### config.mk
export PLATFORM = sky130hd
export DESIGN_NAME = delimited_label_stream_parser_core
export DESIGN_NICKNAME = d
export VERILOG_FILES = /design/src/design/dlsp_pkg.sv /design/src/design/dlsp_parse.sv /design/src/design/delimited_label_stream_parser_core.sv
export SDC_FILE = /design/constraint.sdc
export NUM_CORES = 1
export LEC_CHECK = 0
export BUFFER_PORTS_ARGS = -buffer_cell sky130_fd_sc_hd__clkbuf_2
export CORE_MARGIN = 3
export CORE_UTILIZATION = 34
export DETAILED_ROUTE_END_ITERATION = 6
export GPL_ROUTABILITY_DRIVEN = 0
export REMOVE_ABC_BUFFERS = 1
export SLEW_MARGIN = 20
export SYNTH_ARGS = -nofsm -noshare
export SYNTH_HDL_FRONTEND = slang
export SYNTH_HIERARCHICAL = 1
export SYNTH_SLANG_ARGS = --single-unit
export TNS_END_PERCENT = 10
### constraint.sdc
create_clock -name clock -period 4.9 [get_ports clock]
set_clock_uncertainty 0.2 [all_clocks]
set_input_delay 0.98 -clock clock [delete_from_list [all_inputs] [get_ports clock]]
set_output_delay 0.98 -clock clock [all_outputs]
set_load 0.03 [all_outputs]
### src/design/dlsp_pkg.sv
// Shared types and constants for the delimited label stream parser.
// Holds the result record, the delimiter/field codes and the header keyword table.
// No dependencies.
package dlsp_pkg;

   // Stream byte codes
   localparam logic [7:0] BYTE_RECORD_END = 8'h00;
   localparam logic [7:0] BYTE_PAD        = 8'h01;
   localparam logic [7:0] BYTE_MEMBER_END = 8'h02;
   localparam logic [7:0] BYTE_HEADER_END = 8'h03;
   localparam logic [7:0] BYTE_TEXT_MIN   = 8'h04;

   // Delimiter kind codes
   localparam logic [1:0] DELIM_NONE   = 2'd0;
   localparam logic [1:0] DELIM_HEADER = 2'd1;
   localparam logic [1:0] DELIM_MEMBER = 2'd2;
   localparam logic [1:0] DELIM_RECORD = 2'd3;

   // Field kind codes
   localparam logic [2:0] KIND_UNKNOWN = 3'd7;
   localparam int         NUM_KEYS     = 7;

   // Number reader phases
   typedef enum logic [1:0] {
      PHASE_BLANKS  = 2'd0,
      PHASE_SIGN    = 2'd1,
      PHASE_DIGITS  = 2'd2,
      PHASE_STOPPED = 2'd3
   } num_phase_type;

   // Keywords, byte i in bits 8i+7:8i (first character lowest)
   typedef logic [63:0] key_word_type;
   localparam key_word_type KEY_TEXT [NUM_KEYS] = '{
      64'h656d_616e_656c_6966,  // filename
      64'h0000_0065_6c74_6974,  // title
      64'h0073_7473_6974_7261,  // artists
      64'h0000_7365_726e_6567,  // genres
      64'h0000_736d_7562_6c61,  // albums
      64'h6f66_6e69_6572_6f6d,  // moreinfo
      64'h0064_6961_6964_656d   // mediaid
   };
   localparam logic [3:0] KEY_LEN [NUM_KEYS] = '{
      4'd8, 4'd5, 4'd7, 4'd6, 4'd6, 4'd8, 4'd7
   };

   // One result transaction
   typedef struct packed {
      logic [7:0]  echo_byte;
      logic        is_text;
      logic [15:0] word_position;
      logic [1:0]  delimiter_kind;
      logic [2:0]  field_kind;
      logic [31:0] number_value;
      logic [7:0]  record_index;
      logic        all_done;
      logic        ignored;
   } result_type;

   // First keyword whose bytes all match the header prefix; unknown otherwise
   function automatic logic [2:0] match_header(input logic [63:0] prefix,
                                                input logic [15:0] len);
      logic [63:0] mask;
      logic [2:0]  kind;
      kind = KIND_UNKNOWN;
      for (int k = NUM_KEYS - 1; k >= 0; k--) begin
         for (int i = 0; i < 8; i++) begin
            mask[8*i +: 8] = (4'(i) < KEY_LEN[k]) ? 8'hFF : 8'h00;
         end
         if ((len >= 16'(KEY_LEN[k])) && ((prefix & mask) == KEY_TEXT[k])) begin
            kind = 3'(k);
         end
      end
      return kind;
   endfunction

endpackage

### src/design/dlsp_parse.sv
// Parser state and per-byte result logic for the label stream parser.
// Depends on dlsp_pkg.
module dlsp_parse (
   input  logic                clock,
   input  logic                reset,
   input  logic                step_en,
   input  logic [7:0]          stream_byte,
   input  logic [7:0]          expected_records,
   output dlsp_pkg::result_type result
);

   logic [63:0]             header_prefix_ff, header_prefix_in;
   logic [15:0]             word_length_ff, word_length_in;
   logic [2:0]              current_kind_ff, current_kind_in;
   logic [31:0]             number_acc_ff, number_acc_in;
   logic                    number_neg_ff, number_neg_in;
   dlsp_pkg::num_phase_type number_phase_ff, number_phase_in;
   logic [7:0]              record_count_ff, record_count_in;
   logic                    finished_ff, finished_in;

   logic        done_now;
   logic        is_digit, is_blank;
   logic [7:0]  count_inc;
   logic [31:0] acc_times_ten;

   assign done_now      = finished_ff || (record_count_ff >= expected_records);
   assign is_digit      = (stream_byte >= 8'h30) && (stream_byte <= 8'h39);
   assign is_blank      = (stream_byte == 8'h20) ||
                          ((stream_byte >= 8'h09) && (stream_byte <= 8'h0D));
   assign acc_times_ten = {number_acc_ff[28:0], 3'b000} + {number_acc_ff[30:0], 1'b0};
   assign count_inc     = (record_count_ff < 8'hFF) ? record_count_ff + 8'd1
                                                    : record_count_ff;

   // Next state and result for the byte in the stage
   always_comb begin
      header_prefix_in = header_prefix_ff;
      word_length_in   = word_length_ff;
      current_kind_in  = current_kind_ff;
      number_acc_in    = number_acc_ff;
      number_neg_in    = number_neg_ff;
      number_phase_in  = number_phase_ff;
      record_count_in  = record_count_ff;
      finished_in      = done_now;

      result                = '0;
      result.echo_byte      = stream_byte;
      result.record_index   = record_count_ff;
      result.delimiter_kind = dlsp_pkg::DELIM_NONE;

      if (done_now) begin
         result.ignored = 1'b1;
      end else if (stream_byte >= dlsp_pkg::BYTE_TEXT_MIN) begin
         result.is_text       = 1'b1;
         result.word_position = word_length_ff;
         if (word_length_ff < 16'd8) begin
            header_prefix_in[{word_length_ff[2:0], 3'b000} +: 8] = stream_byte;
         end
         if (word_length_ff != 16'hFFFF) begin
            word_length_in = word_length_ff + 16'd1;
         end
         // atoi-style reading
         if (number_phase_ff != dlsp_pkg::PHASE_STOPPED) begin
            if (is_digit) begin
               number_acc_in   = acc_times_ten + {28'd0, stream_byte[3:0]};
               number_phase_in = dlsp_pkg::PHASE_DIGITS;
            end else if (number_phase_ff == dlsp_pkg::PHASE_BLANKS) begin
               if (is_blank) begin
                  number_phase_in = dlsp_pkg::PHASE_BLANKS;
               end else if (stream_byte == 8'h2B) begin
                  number_phase_in = dlsp_pkg::PHASE_SIGN;
               end else if (stream_byte == 8'h2D) begin
                  number_neg_in   = 1'b1;
                  number_phase_in = dlsp_pkg::PHASE_SIGN;
               end else begin
                  number_phase_in = dlsp_pkg::PHASE_STOPPED;
               end
            end else begin
               number_phase_in = dlsp_pkg::PHASE_STOPPED;
            end
         end
      end else if (stream_byte == dlsp_pkg::BYTE_PAD) begin
         result.ignored = 1'b1;
      end else begin
         // Any delimiter clears the word
         header_prefix_in = '0;
         word_length_in   = '0;
         number_acc_in    = '0;
         number_neg_in    = 1'b0;
         number_phase_in  = dlsp_pkg::PHASE_BLANKS;
         if (stream_byte == dlsp_pkg::BYTE_HEADER_END) begin
            result.delimiter_kind = dlsp_pkg::DELIM_HEADER;
            current_kind_in = dlsp_pkg::match_header(header_prefix_ff, word_length_ff);
         end else if (stream_byte == dlsp_pkg::BYTE_MEMBER_END) begin
            result.delimiter_kind = dlsp_pkg::DELIM_MEMBER;
            result.number_value   = number_neg_ff ? (32'd0 - number_acc_ff) : number_acc_ff;
         end else begin
            result.delimiter_kind = dlsp_pkg::DELIM_RECORD;
            record_count_in = count_inc;
            finished_in     = (count_inc >= expected_records);
         end
      end

      result.field_kind = current_kind_in;
      result.all_done   = finished_in;
   end

   // State registers
   always_ff @(posedge clock) begin
      if (reset) begin
         header_prefix_ff <= '0;
         word_length_ff   <= '0;
         current_kind_ff  <= dlsp_pkg::KIND_UNKNOWN;
         number_acc_ff    <= '0;
         number_neg_ff    <= 1'b0;
         number_phase_ff  <= dlsp_pkg::PHASE_BLANKS;
         record_count_ff  <= '0;
         finished_ff      <= 1'b0;
      end else if (step_en) begin
         header_prefix_ff <= header_prefix_in;
         word_length_ff   <= word_length_in;
         current_kind_ff  <= current_kind_in;
         number_acc_ff    <= number_acc_in;
         number_neg_ff    <= number_neg_in;
         number_phase_ff  <= number_phase_in;
         record_count_ff  <= record_count_in;
         finished_ff      <= finished_in;
      end
   end

endmodule

### src/design/delimited_label_stream_parser_core.sv
// Top level of the delimited label stream parser: input register, parser, result register.
// Depends on dlsp_pkg and dlsp_parse.
//
//   channel   direction  payload                              handshake
//   req_      in         stream_byte                          req_valid / req_ready
//   rsp_      out        echo_byte .. ignored (9 fields)       rsp_valid / rsp_ready
//   csr_      in         expected_records                     csr_valid / csr_ready
//
// One byte per cycle sustained while the response is not stalled; a request passes
// through the input register, then the result register after the parser's single pass.
// The parser state is the only loop and updates once per transaction.
// Synchronous reset clears both stage valids and all parser state; the CSR resets to 0.
// A stalled response holds the result register and backs up into the input register;
// req_ready drops only when both are full.
module delimited_label_stream_parser_core (
   input  logic        clock,
   input  logic        reset,
   input  logic        req_valid,
   output logic        req_ready,
   input  logic [7:0]  req_stream_byte,
   output logic        rsp_valid,
   input  logic        rsp_ready,
   output logic [7:0]  rsp_echo_byte,
   output logic        rsp_is_text,
   output logic [15:0] rsp_word_position,
   output logic [1:0]  rsp_delimiter_kind,
   output logic [2:0]  rsp_field_kind,
   output logic [31:0] rsp_number_value,
   output logic [7:0]  rsp_record_index,
   output logic        rsp_all_done,
   output logic        rsp_ignored,
   input  logic        csr_valid,
   output logic        csr_ready,
   input  logic [7:0]  csr_expected_records
);

   logic                 in_valid_ff;
   logic [7:0]           in_byte_ff;
   logic                 rsp_valid_ff;
   dlsp_pkg::result_type rsp_ff;
   dlsp_pkg::result_type step_result;
   logic [7:0]           expected_ff;
   logic                 out_load, advance, req_fire;

   assign out_load  = !rsp_valid_ff || rsp_ready;
   assign advance   = in_valid_ff && out_load;
   assign req_ready = !in_valid_ff || out_load;
   assign req_fire  = req_valid && req_ready;
   assign csr_ready = 1'b1;

   // Configuration register
   always_ff @(posedge clock) begin
      if (reset) begin
         expected_ff <= '0;
      end else if (csr_valid) begin
         expected_ff <= csr_expected_records;
      end
   end

   // Input register
   always_ff @(posedge clock) begin
      if (reset) begin
         in_valid_ff <= 1'b0;
      end else if (req_fire) begin
         in_valid_ff <= 1'b1;
      end else if (advance) begin
         in_valid_ff <= 1'b0;
      end
   end

   always_ff @(posedge clock) begin
      if (req_fire) begin
         in_byte_ff <= req_stream_byte;
      end
   end

   dlsp_parse u_parse (
      .clock            (clock),
      .reset            (reset),
      .step_en          (advance),
      .stream_byte      (in_byte_ff),
      .expected_records (expected_ff),
      .result           (step_result)
   );

   // Result register
   always_ff @(posedge clock) begin
      if (reset) begin
         rsp_valid_ff <= 1'b0;
      end else if (advance) begin
         rsp_valid_ff <= 1'b1;
      end else if (rsp_ready) begin
         rsp_valid_ff <= 1'b0;
      end
   end

   always_ff @(posedge clock) begin
      if (advance) begin
         rsp_ff <= step_result;
      end
   end

   assign rsp_valid          = rsp_valid_ff;
   assign rsp_echo_byte      = rsp_ff.echo_byte;
   assign rsp_is_text        = rsp_ff.is_text;
   assign rsp_word_position  = rsp_ff.word_position;
   assign rsp_delimiter_kind = rsp_ff.delimiter_kind;
   assign rsp_field_kind     = rsp_ff.field_kind;
   assign rsp_number_value   = rsp_ff.number_value;
   assign rsp_record_index   = rsp_ff.record_index;
   assign rsp_all_done       = rsp_ff.all_done;
   assign rsp_ignored        = rsp_ff.ignored;

endmodule

==> summary.txt <==
Layout
  • Core Util, Final: 40.4%
  • Seq. cell area: between 5000 and 6000 um2
  • Multi-input logic area: a little over 6000 um2
  • Most frequent cells in the layout: 149 x nand2_1, 136 x dfxtp_1, 114 x nor2_1
  • Fraction of layout cells with a size suffix above 1: between 10% and 20%
  • Area growth syn-to-layout: 15.4%
  • Commonest non-fill, non-tap cell in the layout: nand2_1
  • Nets@finish: approximately 1400
  • # diodes: 0
  • Fillers: 3335

Floorplanning
  • Placement row count: 66
  • Die H: around 190 um
  • Full die area: 36300 um2
  • Starting Density: 35.0%
  • Ports: 96
  • Chip Width: 191 um
  • Core area: between 30000 and 40000 um2

Global routing
  • Initial antenna violation count: 0
  • Total GRT Usage: 16.6%
  • Largest net degree at the start of global routing: between 60 and 70
  • GRT overflow: 0
  • Vias in the first global route: ~9400
  • First-pass GRT wire length: 49300 um

Synthesis
  • Seq cells post-synth: 217
  • Syn Std Cell Area: 11600 um2
  • Post-synth EDFFs: 80
  • Async SR Flop Fraction: 0%
  • Synth warn: 6
  • Mapped Cells: ~1200
  • Post-synth top area cell: dfxtp_1
  • Post-synth top area share: about a quarter
  • Netlist cell types: 74
  • Top post-synthesis cells by area: dfxtp_1 24%, edfxtp_1 21%, ha_1 9.0%, nand2_1 4.8%, xor2_1 4.2%
  • Post-synthesis sequential area ratio: between 40% and 50%
  • Avg Cell Area, Syn: 9.40 um2
  • Prevailing post-synth register cell: dfxtp_1

Timing
  • Setup-failing EPs final: 0
  • Final slew viol count: 0
  • Worst slew margin: 34.4%
  • PnR worst setup slack: 1.05 ns
  • Tcrit/Tclk final: between 70% and 80%
  • RSZ-0062 raised after global routing: false
  • Least-Margin Pin Slew: slightly below 1 ns
  • F_max: 259 MHz
  • Tmin final: 3.85 ns
  • Setup TNS Final: 0 ns
  • Final Hold Vio Count: 0

Worst hold path
  • Tightest Hold Check Type: reg -> reg

Setup path
  • Critical Path Fanout Max: 16
  • WP data arrival: 4.05 ns
  • Setup CP Type: reg -> reg
  • Critical Path Source Type: flop
  • R2r setup slk: 1.05 ns
  • Worst Path Required: 5.09 ns
  • Setup crit end kind: flop

CTS
  • Postcts setup bufs: 0
  • CTS root buf: clkbuf_16
  • CTS tree: yes
  • Number of clock buffers inserted by TritonCTS: 26
  • Cts hold-fix bufs: 0
  • CTS Buffer Depth: 3
  • Clock Sink Count: 217
  • CTS H-tree depth: 1
  • # resized after CTS: 0
  • Clk Latency, worst-skew pair: 0.52 ns
  • Clock slew at reported path FFs: 0.05 ns

Route
  • Routed len/inst: ~17 um
  • Final WL: 30600 um
  • Drt drc: 0
  • Initial DRC Count: 764
  • Post-DR vias/cell: around 5.4
  • DR pass1 iterations: 5
  • DRT antenna net count: 0
  • Vias: 9511

Power
  • Comb pwr share: 6.7%
  • P_int: ~3200 uW
  • Psw: ~960 uW
  • Leak: 0.00528 uW
  • Power density over the cells: approximately 310 nW/um2
  • Sw frac: 23.0%
  • VDD IR-drop max: roughly 220 uV
  • Clock Power Share: 46.8%
  • Seq pwr share: 46.5%

Job
  • Max Cap Viol: 0

Placement
  • Detailed placement HPWL: between 20000 and 25000 um
  • Place WS: 1.09 ns
  • IO Port Bufs: 94

Outcome
  • Status: finished, final reports clean
## cell usage after synthesis (4+ instances only)
library cell	count
nor2_1	114
a31oi_1	8
o41ai_1	7
nand3_1	41
or4_1	10
or3_1	16
xnor2_1	20
mux2i_1	14
nand4_1	16
a21oi_1	66
or2_2	7
nand2_1	149
nor2b_1	5
o21bai_1	4
o31ai_1	12
clkbuf_1	38
nor3_1	31
buf_4	10
o21a_1	6
and3_1	12
and4_1	5
inv_1	28
nand2b_1	6
a211oi_1	10
dfxtp_1	137
ha_1	83
and2_1	18
o21ai_0	82
xor2_1	55
a22oi_1	5
o211ai_1	4
a21o_1	17
nand3b_1	6
edfxtp_1	80
nor4b_1	6
nor4_1	16
a32o_1	8
a22o_1	18
## path summary, 6_finish.rpt
path,startpoint,end,cells after the start
hold reg to reg,u_parse/header_prefix_ff[15],u_parse/header_prefix_ff[15],2
setup / recovery,in_byte_ff[2],u_parse/number_acc_ff[30],12
hold / removal,u_parse/header_prefix_ff[15],u_parse/header_prefix_ff[15],2
setup reg to reg,in_byte_ff[2],u_parse/number_acc_ff[30],12
## cell families (layout without fill, tap and decap cells)
family	Yosys count	in the layout	share of synthesized area (%)
compound gates	271	271	15.0
flops	217	217	44.5
xor+xnor	75	75	5.68
simple gates	482	482	20.9
fa+ha+maj	85	85	9.32
buf+inv	84	188	3.21
other cells	1	1	0.0324
mux	16	16	1.41
## metal layers
metal | vias up | wire (um) | GRT usage, %
met5 | - | 0 | 0
met4 | 0 | 923 | 5.45
met3 | 58 | 1480 | 2.02
met2 | 227 | 15000 | 29.0
met1 | 4576 | 13300 | 21.4
li1 | 4650 | - | -
## power by group through the flow
stage	clock network (uW)	registers (uW)	logic, uW
after floorplan	0	2030	108
after global placement	0	1970	274
after detailed placement	0	1980	277
after CTS	2010	1940	278
after global routing	2090	1940	301
final	1950	1940	277
## flip-flops by register name (all words and copies together), names as in the netlist, 16 cells and up
register / count
u_parse/number_acc_ff: 32
rsp_number_value: 32
u_parse/header_prefix_ff: 64
u_parse/word_length_ff: 16
rsp_word_position: 16
## stage by stage
step | area, um2 | hold slack [ns] | power (uW) | cells
global placement | 12500 | 0.230 | 2250 | 1729
finish | 13400 | 0.243 | 4160 | 1777
floorplan | 11300 | 0.216 | 2140 | 1175
detailed placement | 12500 | 0.235 | 2250 | 1729
CTS | 13400 | 0.247 | 4220 | 1777
global route | 13400 | 0.269 | 4330 | 1777
## cell type report
type | instances | share of cell area [%]
well taps | 442 | 4.14
inverters | 28 | 0.787
repair buffers | 112 | 4.53
flip-flops and latches | 217 | 38.5
clock inverters | 8 | 0.684
multi-input cells | 930 | 45.4
clock buffers | 40 | 5.97
## critical path, cell delays in order, from the launching register on
cell and delay, ns:
edfxtp_1 0.35, buf_4 0.21, ha_1 0.31, ha_1 0.24
fa_1 0.43, a211oi_1 0.30, o21a_1 0.20, nor3_1 0.07
o41ai_1 0.75, o2111ai_1 0.18, a31oi_1 0.24, xor2_1 0.15
o21ai_0 0.08
No activity file was read; power rests on OpenSTA's default activity.
